File: config.mk
export PLATFORM = sky130hd
export DESIGN_NAME = ppv_fifo
export DESIGN_NICKNAME = d
export VERILOG_FILES = /design/src/hw/rtl/perspective_projection_viewport_macros.svh /design/src/hw/rtl/ppv_pkg.sv /design/src/hw/rtl/ppv_fifo.sv
export SDC_FILE = /design/constraint.sdc
export NUM_CORES = 1
export LEC_CHECK = 0
export BUFFER_PORTS_ARGS = -buffer_cell sky130_fd_sc_hd__buf_2
export CAP_MARGIN = 40
export CELL_PAD_IN_SITES_DETAIL_PLACEMENT = 1
export CELL_PAD_IN_SITES_GLOBAL_PLACEMENT = 1
export CORE_UTILIZATION = 54
export DETAILED_ROUTE_END_ITERATION = 8
export PLACE_DENSITY_LB_ADDON = 0.15
export SYNTH_ARGS = -nofsm -noshare
export SYNTH_HDL_FRONTEND = slang
export SYNTH_SLANG_ARGS = --single-unit
File: constraint.sdc
create_clock -name clk -period 14.86 [get_ports clk]
set_clock_uncertainty 0.1 [all_clocks]
set_input_delay 1.486 -clock clk [delete_from_list [all_inputs] [get_ports clk]]
set_output_delay 1.486 -clock clk [all_outputs]
set_load 0.03 [all_outputs]
File: src/hw/rtl/perspective_projection_viewport_macros.svh
// ---------------------------------------------------------------------------
// Assertion macros for the perspective projection viewport
// Implication checks clocked on clk, idle while arst_n is low.
// ---------------------------------------------------------------------------
`ifndef PERSPECTIVE_PROJECTION_VIEWPORT_MACROS_SVH
`define PERSPECTIVE_PROJECTION_VIEWPORT_MACROS_SVH

// same-cycle implication
`define PPV_ASSERT_IMP(lbl, ante, cons) \
	lbl: assert property (@(posedge clk) disable iff (!arst_n) (ante) |-> (cons)) \
		else $error("ppv assertion failed");

// next-cycle implication
`define PPV_ASSERT_NXT(lbl, ante, cons) \
	lbl: assert property (@(posedge clk) disable iff (!arst_n) (ante) |=> (cons)) \
		else $error("ppv assertion failed");

`endif

File: src/hw/rtl/ppv_pkg.sv
// ---------------------------------------------------------------------------
// ppv_pkg
// Types, widths and register codes shared by the projection blocks.
// ---------------------------------------------------------------------------
`default_nettype none

package ppv_pkg;

	localparam int FRAC_BITS  = 16;
	localparam int CW         = 32;                 // coefficient / coordinate width
	localparam int DW         = 66 - FRAC_BITS;     // clip coordinate width
	localparam int NW         = DW + 1;             // numerator / denominator width
	localparam int SW         = 14;                 // viewport size width
	localparam int PW         = NW + SW;            // size * numerator
	localparam int RW         = NW + 1;             // divider remainder
	localparam int QW         = 32;                 // quotient bits
	localparam int LOWW       = QW - FRAC_BITS;     // low product bits shifted into the divider
	localparam int W_MIN      = (1 << FRAC_BITS) / 100;
	localparam int FIFO_DEPTH = 4;
	localparam int FAW        = $clog2(FIFO_DEPTH);
	localparam int FCW        = FAW + 1;

	typedef enum logic [2:0] {
		REG_ROW_X_A = 3'd0,
		REG_ROW_X_B = 3'd1,
		REG_ROW_Y_A = 3'd2,
		REG_ROW_Y_B = 3'd3,
		REG_ROW_W_A = 3'd4,
		REG_ROW_W_B = 3'd5,
		REG_VP_W    = 3'd6,
		REG_VP_H    = 3'd7
	} ppv_reg_e;

	typedef struct packed {
		logic signed [CW-1:0] world_x;
		logic signed [CW-1:0] world_y;
		logic signed [CW-1:0] world_z;
	} ppv_point_t;

	typedef struct packed {
		logic                 in_front;
		logic signed [CW-1:0] screen_x;
		logic signed [CW-1:0] screen_y;
	} ppv_result_t;

	typedef logic [5:0][63:0] ppv_mat_t;

	// classified item handed from front to back
	typedef struct packed {
		logic          in_front;
		logic          neg_x;
		logic [NW-1:0] mag_x;
		logic          neg_y;
		logic [NW-1:0] mag_y;
		logic [NW-1:0] den;
	} ppv_job_t;

	typedef struct packed {
		logic v_s1;
		logic v_s2;
		logic v_s3;
	} ppv_front_stat_t;

endpackage

`default_nettype wire

File: src/hw/rtl/ppv_fifo.sv
// ---------------------------------------------------------------------------
// ppv_fifo
// Short queue of classified items between front and back.
// ---------------------------------------------------------------------------
`default_nettype none

module ppv_fifo import ppv_pkg::*; (
	input  wire logic     clk,
	input  wire logic     arst_n,
	input  wire logic     push,
	input  wire ppv_job_t wr_data,
	input  wire logic     pop,
	output ppv_job_t      head,
	output logic          empty,
	output logic [FCW-1:0] count
);

	ppv_job_t       mem [0:FIFO_DEPTH-1];
	logic [FAW-1:0] wr_ptr_q, rd_ptr_q;
	logic [FCW-1:0] cnt_q;

	always_ff @(posedge clk) begin
		if (push) begin
			mem[wr_ptr_q] <= wr_data;
		end
	end

	always_ff @(posedge clk or negedge arst_n) begin
		if (!arst_n) begin
			wr_ptr_q <= '0;
			rd_ptr_q <= '0;
			cnt_q    <= '0;
		end else begin
			if (push) wr_ptr_q <= wr_ptr_q + 1'b1;
			if (pop)  rd_ptr_q <= rd_ptr_q + 1'b1;
			cnt_q <= cnt_q + FCW'(push) - FCW'(pop);
		end
	end

	assign head  = mem[rd_ptr_q];
	assign empty = (cnt_q == '0);
	assign count = cnt_q;

endmodule

`default_nettype wire

* Yosys cells after proc, flatten, opt, wreduce, memory -nomap -nowiden
Memory sizes are Yosys's and may differ from the RTL's. Cells that the tools add are included.
Cells by class: mux-type cells 2, reductions and logical operators 1, add/subtract/negate cells 4
Operators with widths (count):
- adder 2 x 1 -> 2 bit, second input constant | 2
- adder 3 x 1 -> 3 bit | 1
- logical NOT 3 bit | 1
- subtractor 3 x 1 -> 3 bit | 1
- two-way mux 1 bit | 2
Word-level totals: memories 1, logic and storage cells 11, output and inout port bits 160, RAM bits 624, register bits 7, input bits 160
Memories:
- mem | words 4, width 156, read ports 1, clocked after memory_dff 0, wr ports 1, RTL line ppv_fifo.sv:18 | ppv_job_t mem [0:FIFO_DEPTH-1];

* Longest topological paths before layout
Gate-level depths: netlist of the first run.
depth after elaboration 2, mapped depth 7

* Worst setup path after synthesis of the first run
No wires, ideal clock.
path kind input port to flip-flop, start point input port push, end point memory mem[0][0] (netlist name) (enable), arrival time 5.043 ns, buffers on the path 0, library setup time 0.534 ns, required time 14.226 ns, path slack 9.183 ns, cell stages on the path 1, cells stage by stage and2_1
Between the ends: cells in the longest elaborated chain, start to end 2
RTL lines:
- start: declaration | RTL line ppv_fifo.sv:10 | input wire logic push,
- two-way mux 1 bit | RTL line ppv_fifo.sv:23 | if (push) begin
- two-way mux 1 bit (not written as such) | RTL line ppv_fifo.sv:24 | mem[wr_ptr_q] <= wr_data;
- end: declaration | RTL line ppv_fifo.sv:18
Every way passes these cells.

==> results of run 1 <==
-- Yosys cell counts --
library cell,count
dfrtp_1,7
xor2_1,2
mux4_2,156
o21ai_0,1
and2_1,4
buf_2,16
buf_1,2
edfxtp_1,624
inv_1,6
buf_6,15
xnor2_1,3
nor3_1,1
clkbuf_1,1
nand2_1,2
buf_4,1
fa_1,1
ha_1,6
-- registers in the layout, summed over array words and instances (netlist names) --
signal	count
count	3
mem	624
rd_ptr_q	2
wr_ptr_q	2
-- worst paths after layout --
kind | from | end | slack [ps] | cells past startpoint
max | rd_ptr_q[0] | head[68] | 9590 | 6
min | wr_ptr_q[0] | wr_ptr_q[0] | 480 | 1
max reg2reg | wr_ptr_q[0] | mem[0][65] | 12350 | 5
min reg2reg | wr_ptr_q[0] | wr_ptr_q[0] | 480 | 1
max in group asynchronous | arst_n | rd_ptr_q[0] | 13860 | 1
min in group asynchronous | arst_n | count[1] | 610 | 1
-- power by group through the flow --
stage | clock network, mW | logic, mW | registers (mW)
6_report | 1.56 | 2.02 | 2.44
5_1_grt | 1.65 | 2.12 | 2.47
4_1_cts | 1.60 | 2.06 | 2.44
3_5_place_dp | 0 | 2.05 | 2.48
3_3_place_gp | 0 | 1.96 | 2.46
2_1_floorplan | 0 | 1.47 | 2.47
-- routing by layer --
| metal | part of all wire, % | routed length [um] |
|---|---|---|
| met5 | 0.19 | 89 |
| met3 | 7.0 | 3310 |
| met4 | 2.1 | 968 |
| met2 | 51 | 24000 |
| met1 | 40 | 18700 |
-- per-stage QoR --
step                      area [um2]  total power [mW]  hold slack [ps]  setup WS (ps)  instances
final                          27400              6.02              482           9590       1822
after global routing           27400              6.24              530           9310       1816
after floorplan                22900              3.94              394           9180        848
after detailed placement       25300              4.53              447          10140       1695
after CTS                      27400              6.10              481           9460       1811
after global placement         25000              4.42              422           9710       1684
-- layout make-up --
cell class / count / share of cell area, %
Inverter: 6 / 0.0822
Multi-Input combinational cell: 176 / 13.5
Tap cell: 539 / 2.46
Clock buffer: 75 / 6.03
Clock inverter: 41 / 1.48
Timing Repair Buffer: 343 / 7.26
Antenna cell: 11 / 0.100
Sequential cell: 631 / 69.1
-- cells by family (layout without fill, tap and decap cells) --
kind of cell               after synthesis  after routing  share of synthesized area (%)
buffers and inverters                   41            465                           1.27
adders and majority gates                7              7                          0.415
xor gates and xnor gates                 5              5                          0.191
and+or+nand+nor                          7              7                          0.164
AOI/OAI and AO/OA                        1              1                         0.0218
DFF                                    631            631                           82.6
other                                    0             11                              0
muxes                                  156            156                           15.3
-- worst reg2reg max path, cell delays in order (launching register included) --
cell and delay, ps:
dfrtp_1 440, inv_1 120, ha_1 160, and2_4 470, buf_4 570, buf_12 300
==> impl_metrics.json, run 1 <==
{
  "status": "complete, no violations",
  "slew_viol_final": 0,
  "grtUsageMet3_pct": 6.32,
  "multi_input_area_um2": 3700,
  "grt_util_met1_pct": 28.7,
  "grt_usage_pct": 22.2,
  "drc": 0,
  "clock-sinks": 631,
  "die_w_um": 208,
  "intPower_mw": 3.98,
  "clk_latency_ps": 610,
  "cp.required_ps": 13270,
  "crit_fanout": 42,
  "critPathArrivalTime_ps": 3680,
  "grt_first_pass_wirelength_um": 70400,
  "viasPerCell": 5.63,
  "fillCellCount": 3317,
  "worst_path_largest_cell_delay_ps": 720,
  "syn-instance-count": 848,
  "crit_path_cell_trace": "buf_4, buf_16, buf_4, buf_16, mux4_2, buf_2",
  "ir_worst_vdd_v": 0.000146,
  "grt_start_max_net_pins": 59,
  "setup_viol": 0,
  "ys_types": 17,
  "area_delta_synth_final_pct": 19.6,
  "use_met2_pct": 37.2,
  "grt_most_used_layer": "met2",
  "p_per_area_nw_per_um2": 220,
  "path_buf_inv": 5,
  "tightest_slew_ps": 802,
  "wirelength_um": 47000,
  "min_period_ps": 5270,
  "clock_power_share_pct": 26.0,
  "maxCapViolCount": 0,
  "hold_buffers": 0,
  "antenna_left": 0,
  "drt_pass1_iterations": 4,
  "portBuffers": 319,
  "cts.clk_slew.worst_paths_ps": 60,
  "drt_iter0_drc": 594,
  "rsz0062_at_grt": "no",
  "ys_seq_elements": 631,
  "crit_family": "buffers and inverters",
  "gp_congestion": 0.742,
  "cp_slowest_cell": "dfrtp_4",
  "cp-start-kind": "flip-flop",
  "wl_per_cell_um": 25.8,
  "initial_core_util_pct": 54.7,
  "drive_above_1_share_pct": 46.9,
  "fmax_ghz": 0.190,
  "crit_path_end_kind": "primary output",
  "final_cell_mix": "edfxtp_1 (624), buf_2 (319), mux4_2 (156)",
  "leakagePower_nw": 9.38,
  "hold_path.class": "reg -> reg",
  "synth.top_cell.area_share_pct": 81.8,
  "yosysSeqAreaShare_pct": 82.6,
  "pwr-share-seq_pct": 40.5,
  "postSynthAreaPerCell_um2": 27.0,
  "cts_buffers": 61,
  "combPwrFrac_pct": 33.5,
  "synth_area_um2": 22900,
  "antenna_found_initial": 14,
  "cts_tree": "built",
  "dp_hpwl_um": 29900,
  "cts_resized": 0,
  "switching_share_pct": 33.9,
  "yosysTopAreaCell": "edfxtp_1",
  "cts.path.max_buffers": 3,
  "fin_nets": 1386,
  "slew_headroom_pct": 46.6,
  "num_vias": 10300,
  "std_cell_rows": 75,
  "final_util_pct": 65.5,
  "syn_nets": 1015,
  "min_period_over_period_pct": 35.4,
  "power_switching_mw": 2.04,
  "final_common_cell": "edfxtp_1",
  "grt_pass1_vias": 11200,
  "dieArea_um2": 43200,
  "regArea_um2": 18900,
  "synth_warnings": 0,
  "root_buffer": "clkbuf_16",
  "critPathKind": "reg -> out",
  "ios": 320,
  "post_cts_buffers": 0,
  "core_area_um2": 41900,
  "yosys-top-cells-area": "edfxtp_1 (82%), mux4_2 (15%), dfrtp_1 (0.76%)",
  "htree_levels": 2,
  "grt_overflow_total": 0,
  "finalSetupTns_ps": 0,
  "finalHoldViolCount": 0,
  "die_h_um": 208
}
Power figures use the tool's default switching activity.
==> inputs of run 2 (changes only) <==
--- a/config.mk
+++ b/config.mk
@@ -9,7 +9,7 @@
 export CAP_MARGIN = 40
 export CELL_PAD_IN_SITES_DETAIL_PLACEMENT = 1
 export CELL_PAD_IN_SITES_GLOBAL_PLACEMENT = 1
-export CORE_UTILIZATION = 54
+export CORE_UTILIZATION = 45
 export DETAILED_ROUTE_END_ITERATION = 8
 export PLACE_DENSITY_LB_ADDON = 0.15
 export SYNTH_ARGS = -nofsm -noshare
==> constraint.sdc (replaced) <==
create_clock -name clk -period 4.7 [get_ports clk]
set_clock_uncertainty 0.1 [all_clocks]
set_input_delay 0.47 -clock clk [delete_from_list [all_inputs] [get_ports clk]]
set_output_delay 0.47 -clock clk [all_outputs]
set_load 0.03 [all_outputs]
==> impl_metrics.json, run 2 (same netlist as run 1, synthesis figures left out) <==
{
  "finalHoldViolCount": 0,
  "crit_path_end_kind": "primary output",
  "worstHoldPathCells": 2,
  "grt_first_pass_wirelength_um": 71800,
  "drive_above_1_share_pct": 41.3,
  "worst_path_largest_cell_delay_ps": 780,
  "setup_viol": 0,
  "critPathKind": "reg -> out",
  "cp.required_ps": 4130,
  "path_buf_inv": 2,
  "largest_register_ffs": 624,
  "dieArea_um2": 51800,
  "area_delta_synth_final_pct": 27.2,
  "maxCapViolCount": 0,
  "fin_nets": 1543,
  "regMostFlops": "mem",
  "die_h_um": 228,
  "post_cts_buffers": 0,
  "placed_cells": 1822,
  "status": "complete, no violations",
  "wl_per_cell_um": 23.0,
  "grt_pass1_vias": 11800,
  "final_cell_count_no_fill": 2106,
  "grt_usage_pct": 19.0,
  "critPathArrivalTime_ps": 2630,
  "core_area_um2": 50200,
  "whs_endpoint": "wr_ptr_q[0]",
  "clock-sinks": 631,
  "clock_power_share_pct": 27.0,
  "drt_iter0_drc": 514,
  "worstHoldStart": "push",
  "switching_share_pct": 33.6,
  "rsz0062_at_grt": "no",
  "portBuffers": 319,
  "pwr-share-seq_pct": 40.1,
  "gp_congestion": 0.697,
  "cts_buffers": 66,
  "min_period_ps": 3200,
  "die_w_um": 228,
  "cp_slowest_cell": "dfrtp_4",
  "min_period_over_period_pct": 68.0,
  "htree_levels": 3,
  "crit_family": "flip-flops",
  "cts_resized": 0,
  "clk_latency_ps": 580,
  "finalSetupTns_ps": 0,
  "antenna_left": 0,
  "cts.path.max_buffers": 3,
  "slew_headroom_pct": 46.5,
  "final_common_cell": "edfxtp_1",
  "crit_path_cell_trace": "buf_12, mux4_2, buf_2",
  "antenna_found_initial": 7,
  "dp_hpwl_um": 28000,
  "grt_start_max_net_pins": 68,
  "drt_pass1_iterations": 4,
  "drc": 0,
  "ir_worst_vdd_v": 0.000388,
  "num_vias": 10700,
  "leakagePower_nw": 10.0,
  "fmax_ghz": 0.313,
  "rrSetupSlack_ps": 2370,
  "hold_path.class": "in -> reg",
  "root_buffer": "clkbuf_16",
  "final_cell_mix": "edfxtp_1 (624), buf_2 (319), dlygate4sd3_1 (158)",
  "worst_r2r_path_depth": 4,
  "crit_fanout": 50,
  "cts_tree": "built",
  "initial_core_util_pct": 45.6,
  "cp-start-kind": "flip-flop",
  "combPwrFrac_pct": 32.9,
  "std_cell_rows": 82,
  "viasPerCell": 5.10,
  "hold_buffers": 158,
  "ios": 320,
  "slew_viol_final": 0,
  "tightest_slew_ps": 802,
  "p_per_area_nw_per_um2": 662,
  "wirelength_um": 48300,
  "intPower_mw": 12.8,
  "cts.clk_slew.worst_paths_ps": 60,
  "worst_r2r_startpoint": "wr_ptr_q[0]",
  "r2r-end": "mem[0][19]",
  "grt_overflow_total": 0,
  "power_switching_mw": 6.48
}
-- run 2: changes by cell type in the layout (fill, tap and decap cells not counted), sizes merged --
cell / before / now
buf: 343 / 337
bufinv: 8 / 7
clkbuf: 75 / 90
clkinv: 28 / 23
clkinvlp: 4 / 0
diode: 11 / 5
dlygate4sd3: 0 / 158
-- run 2: worst max-delay path by stage --
| stage | startpoint | cells past startpoint | slack, ps | end |
|---|---|---|---|---|
| floorplan | wr_ptr_q[0] | 3 | 1620 | mem[0][0] |
| global placement | rd_ptr_q[0] | 3 | 2020 | head[109] |
| detailed placement | rd_ptr_q[0] | 3 | 2020 | head[109] |
| CTS | rd_ptr_q[0] | 3 | 1360 | head[109] |
| global route | rd_ptr_q[0] | 3 | 1290 | head[109] |
| finish | rd_ptr_q[0] | 3 | 1500 | head[116] |
-- run 2: power groups by stage --
stage,logic (mW),registers (mW),clock network [mW]
after floorplan,4.67,7.70,0
after global placement,6.37,7.82,0
after detailed placement,6.38,7.87,0
after CTS,6.51,7.76,5.36
after global routing,6.76,7.84,5.55
final,6.35,7.74,5.20
-- run 2: layer usage --
metal,global-route usage [%],part of all wire [%]
met1,25.1,42
met2,30.3,49
met3,5.52,6.7
met4,6.95,2.3
met5,0,0.048
-- run 2: layout make-up --
cell class              instances  area (um2)
well taps                     672         841
diodes                          5        12.5
fillers                      4277       21100
clock inverters                31         319
flip-flops and latches        631       18900
multi-input cells             176        3700
repair buffers                495        3440
clock buffers                  90        1860
inverters                       6        22.5
-- run 2: through the flow --
stage / hold WS [ps] / total power, mW / setup slack (ps) / cell area (um2) / util (%)
floorplan: 74.4 / 12.4 / 1620 / 22900 / -
global placement: 223 / 14.2 / 2020 / 25300 / 50.5
detailed placement: 228 / 14.3 / 2020 / 25300 / 50.5
CTS: 67.8 / 19.6 / 1360 / 29100 / 58.0
global route: 114 / 20.1 / 1290 / 29100 / 58.0
finish: 112 / 19.3 / 1500 / 29100 / 58.0
==> inputs of run 3 (changes only) <==
--- a/config.mk
+++ b/config.mk
@@ -5,11 +5,12 @@
 export SDC_FILE = /design/constraint.sdc
 export NUM_CORES = 1
 export LEC_CHECK = 0
+export ABC_AREA = 1
 export BUFFER_PORTS_ARGS = -buffer_cell sky130_fd_sc_hd__buf_2
 export CAP_MARGIN = 40
 export CELL_PAD_IN_SITES_DETAIL_PLACEMENT = 1
 export CELL_PAD_IN_SITES_GLOBAL_PLACEMENT = 1
-export CORE_UTILIZATION = 45
+export CORE_UTILIZATION = 42
 export DETAILED_ROUTE_END_ITERATION = 8
 export PLACE_DENSITY_LB_ADDON = 0.15
 export SYNTH_ARGS = -nofsm -noshare
==> constraint.sdc (replaced) <==
create_clock -name clk -period 2.7 [get_ports clk]
set_clock_uncertainty 0.1 [all_clocks]
set_input_delay 0.27 -clock clk [delete_from_list [all_inputs] [get_ports clk]]
set_output_delay 0.27 -clock clk [all_outputs]
set_load 0.03 [all_outputs]
==> impl_metrics.json, run 3 <==
{
  "fin_nets": 3144,
  "initial_core_util_pct": 42.4,
  "post-place-ws_ps": 513,
  "stdcell_area_um2": 33100,
  "core_area_um2": 62900,
  "synth.top_cell.area_share_pct": 70.3,
  "portBuffers": 319,
  "synth_warnings": 0,
  "tightest_slew_ps": 697,
  "cts_tree": "built",
  "cp.required_ps": 2330,
  "ys_types": 16,
  "ir_worst_vdd_v": 0.000824,
  "wirelength_um": 70600,
  "synth.cells.most_frequent": "nand2_1 (791), inv_1 (636), edfxtp_1 (624), nand3_1 (313), buf_2 (62)",
  "std_cell_rows": 92,
  "min_period_over_period_pct": 97.1,
  "yosysSeqAreaShare_pct": 70.9,
  "clock-sinks": 631,
  "ios": 320,
  "area_delta_synth_final_pct": 24.2,
  "root_buffer": "clkbuf_16",
  "grt_start_max_net_pins": 110,
  "slew_viol_final": 0,
  "synthMostInstantiatedCell": "nand2_1",
  "drc": 0,
  "antenna_left": 0,
  "post_dp_cell_area_um2": 29300,
  "synth_area_um2": 26700,
  "crit_path_end_kind": "primary output",
  "slew_headroom_pct": 53.4,
  "status": "complete, no violations",
  "grt_usage_pct": 22.0,
  "die_w_um": 254,
  "grt_overflow_total": 0,
  "gp_congestion": 0.748,
  "syn_nets": 2656,
  "yosys_most_used_dff": "edfxtp_1",
  "largest_register_ffs": 624,
  "regMostFlops": "mem",
  "clk_latency_ps": 590,
  "yosys-top-cells-area": "edfxtp_1 (70%), nand2_1 (11%), inv_1 (9.0%)",
  "htree_levels": 3,
  "p_per_area_nw_per_um2": 1150,
  "final_cell_count_no_fill": 3879,
  "maxCapViolCount": 0,
  "yosysTopAreaCell": "edfxtp_1",
  "cts.path.max_buffers": 3,
  "synth_edf_count": 624,
  "finalHoldViolCount": 0,
  "ys_seq_elements": 631,
  "drt_pass1_iterations": 5,
  "cts.clk_slew.worst_paths_ps": 60,
  "min_period_ps": 2620,
  "cp-start-kind": "flip-flop",
  "dp_hpwl_um": 42000,
  "postSynthAreaPerCell_um2": 10.7,
  "cts_buffers": 70,
  "syn-instance-count": 2489,
  "drive_above_1_share_pct": 15.4,
  "leakagePower_nw": 15.2,
  "final_common_cell": "nand2_1",
  "fmax_ghz": 0.382,
  "viasPerCell": 4.75,
  "setup_viol": 0,
  "placed_cells": 3589,
  "grt_first_pass_wirelength_um": 108000,
  "crit_fanout": 57,
  "setup_slack_ps": 79.1,
  "final_cell_mix": "nand2_1 (787), inv_1 (631), edfxtp_1 (624)",
  "num_vias": 18400,
  "critPathArrivalTime_ps": 2250,
  "hold_path.class": "in -> reg",
  "dieArea_um2": 64500,
  "grt_pass1_vias": 19800,
  "wl_per_cell_um": 18.2,
  "ys_async_sr_fraction_pct": 1.11,
  "drt_iter0_drc": 778,
  "fillCellCount": 6911,
  "antenna_found_initial": 10,
  "rsz0062_at_grt": "no",
  "die_h_um": 254,
  "critPathKind": "reg -> out"
}
run 3: worst paths after layout:
kind                        startpoint  slack, ps          end  depth (start not counted)
max reg2reg                wr_ptr_q[0]        590   mem[0][50]                          5
min in group asynchronous       arst_n        640     count[1]                          3
max in group asynchronous       arst_n       1460  rd_ptr_q[0]                          3
min                        wr_data[18]        330   mem[1][18]                          2
max                        rd_ptr_q[0]         80     head[77]                          6
min reg2reg                wr_ptr_q[0]        460  wr_ptr_q[0]                          1
run 3: critical path, cell delays in order (launching register included):
cell and delay (ps):
dfrtp_4 540, clkinv_16 180, buf_12 300, nand2_1 110
nand3_1 70, nand2_1 140, buf_2 210
run 3: report_power, final:
| group | internal [mW] | switching (mW) | leakage (nW) |
|---|---|---|---|
| logic | 4.19 | 11.6 | 8.37 |
| clock network | 5.30 | 3.72 | 1.04 |
| registers | 12.8 | 0.467 | 5.81 |
| total | 22.3 | 15.8 | 15.2 |
run 3: area by class of cell:
cell class	instances	area, um2	share of cell area (%)
Sequential cell	631	18900	57.1
Clock buffer	91	1890	5.72
Antenna cell	8	20.0	0.0604
Tap cell	846	1060	3.20
Multi-Input combinational cell	1116	4680	14.1
Timing Repair Buffer	520	3870	11.7
Clock inverter	29	235	0.710
Inverter	638	2440	7.37
run 3: timing repair:
action / CTS / global route
gates resized for setup: 2 / 1
pin swaps: 0 / 0
buffers inserted: 0 / 2
endpoints found under the hold margin: 636 / 0
setup endpoints to repair: 84 / 5
hold buffers: 160 / 0
run 3: metrics by stage:
stage               setup TNS [ps]  hold slack, ps  power, mW  util [%]
global route                     0             309       40.1      52.7
finish                           0             329       38.1      52.7
floorplan                  -487280            -126       24.0         -
global placement                 0            36.5       28.8      46.7
CTS                              0             284       38.6      52.6
detailed placement               0            42.3       29.3      46.7
run 3: kinds of logic after synthesis:
family          share of synthesized area [%]
buf+inv                                  11.6
flops                                    70.9
xor+xnor                               0.0985
simple gates                             17.0
fa+ha+maj                               0.357
compound gates                         0.0187
run 3: routing by layer:
| metal | wire length, um | vias to the layer above | part of all wire [%] | GRT usage [%] |
|---|---|---|---|---|
| li1 | - | 8750 | - | - |
| met1 | 28300 | 9170 | 40 | 25.7 |
| met2 | 37000 | 379 | 52 | 40.1 |
| met3 | 3210 | 116 | 4.5 | 3.82 |
| met4 | 2040 | 6 | 2.9 | 8.31 |
| met5 | 41 | - | 0.058 | 0 |
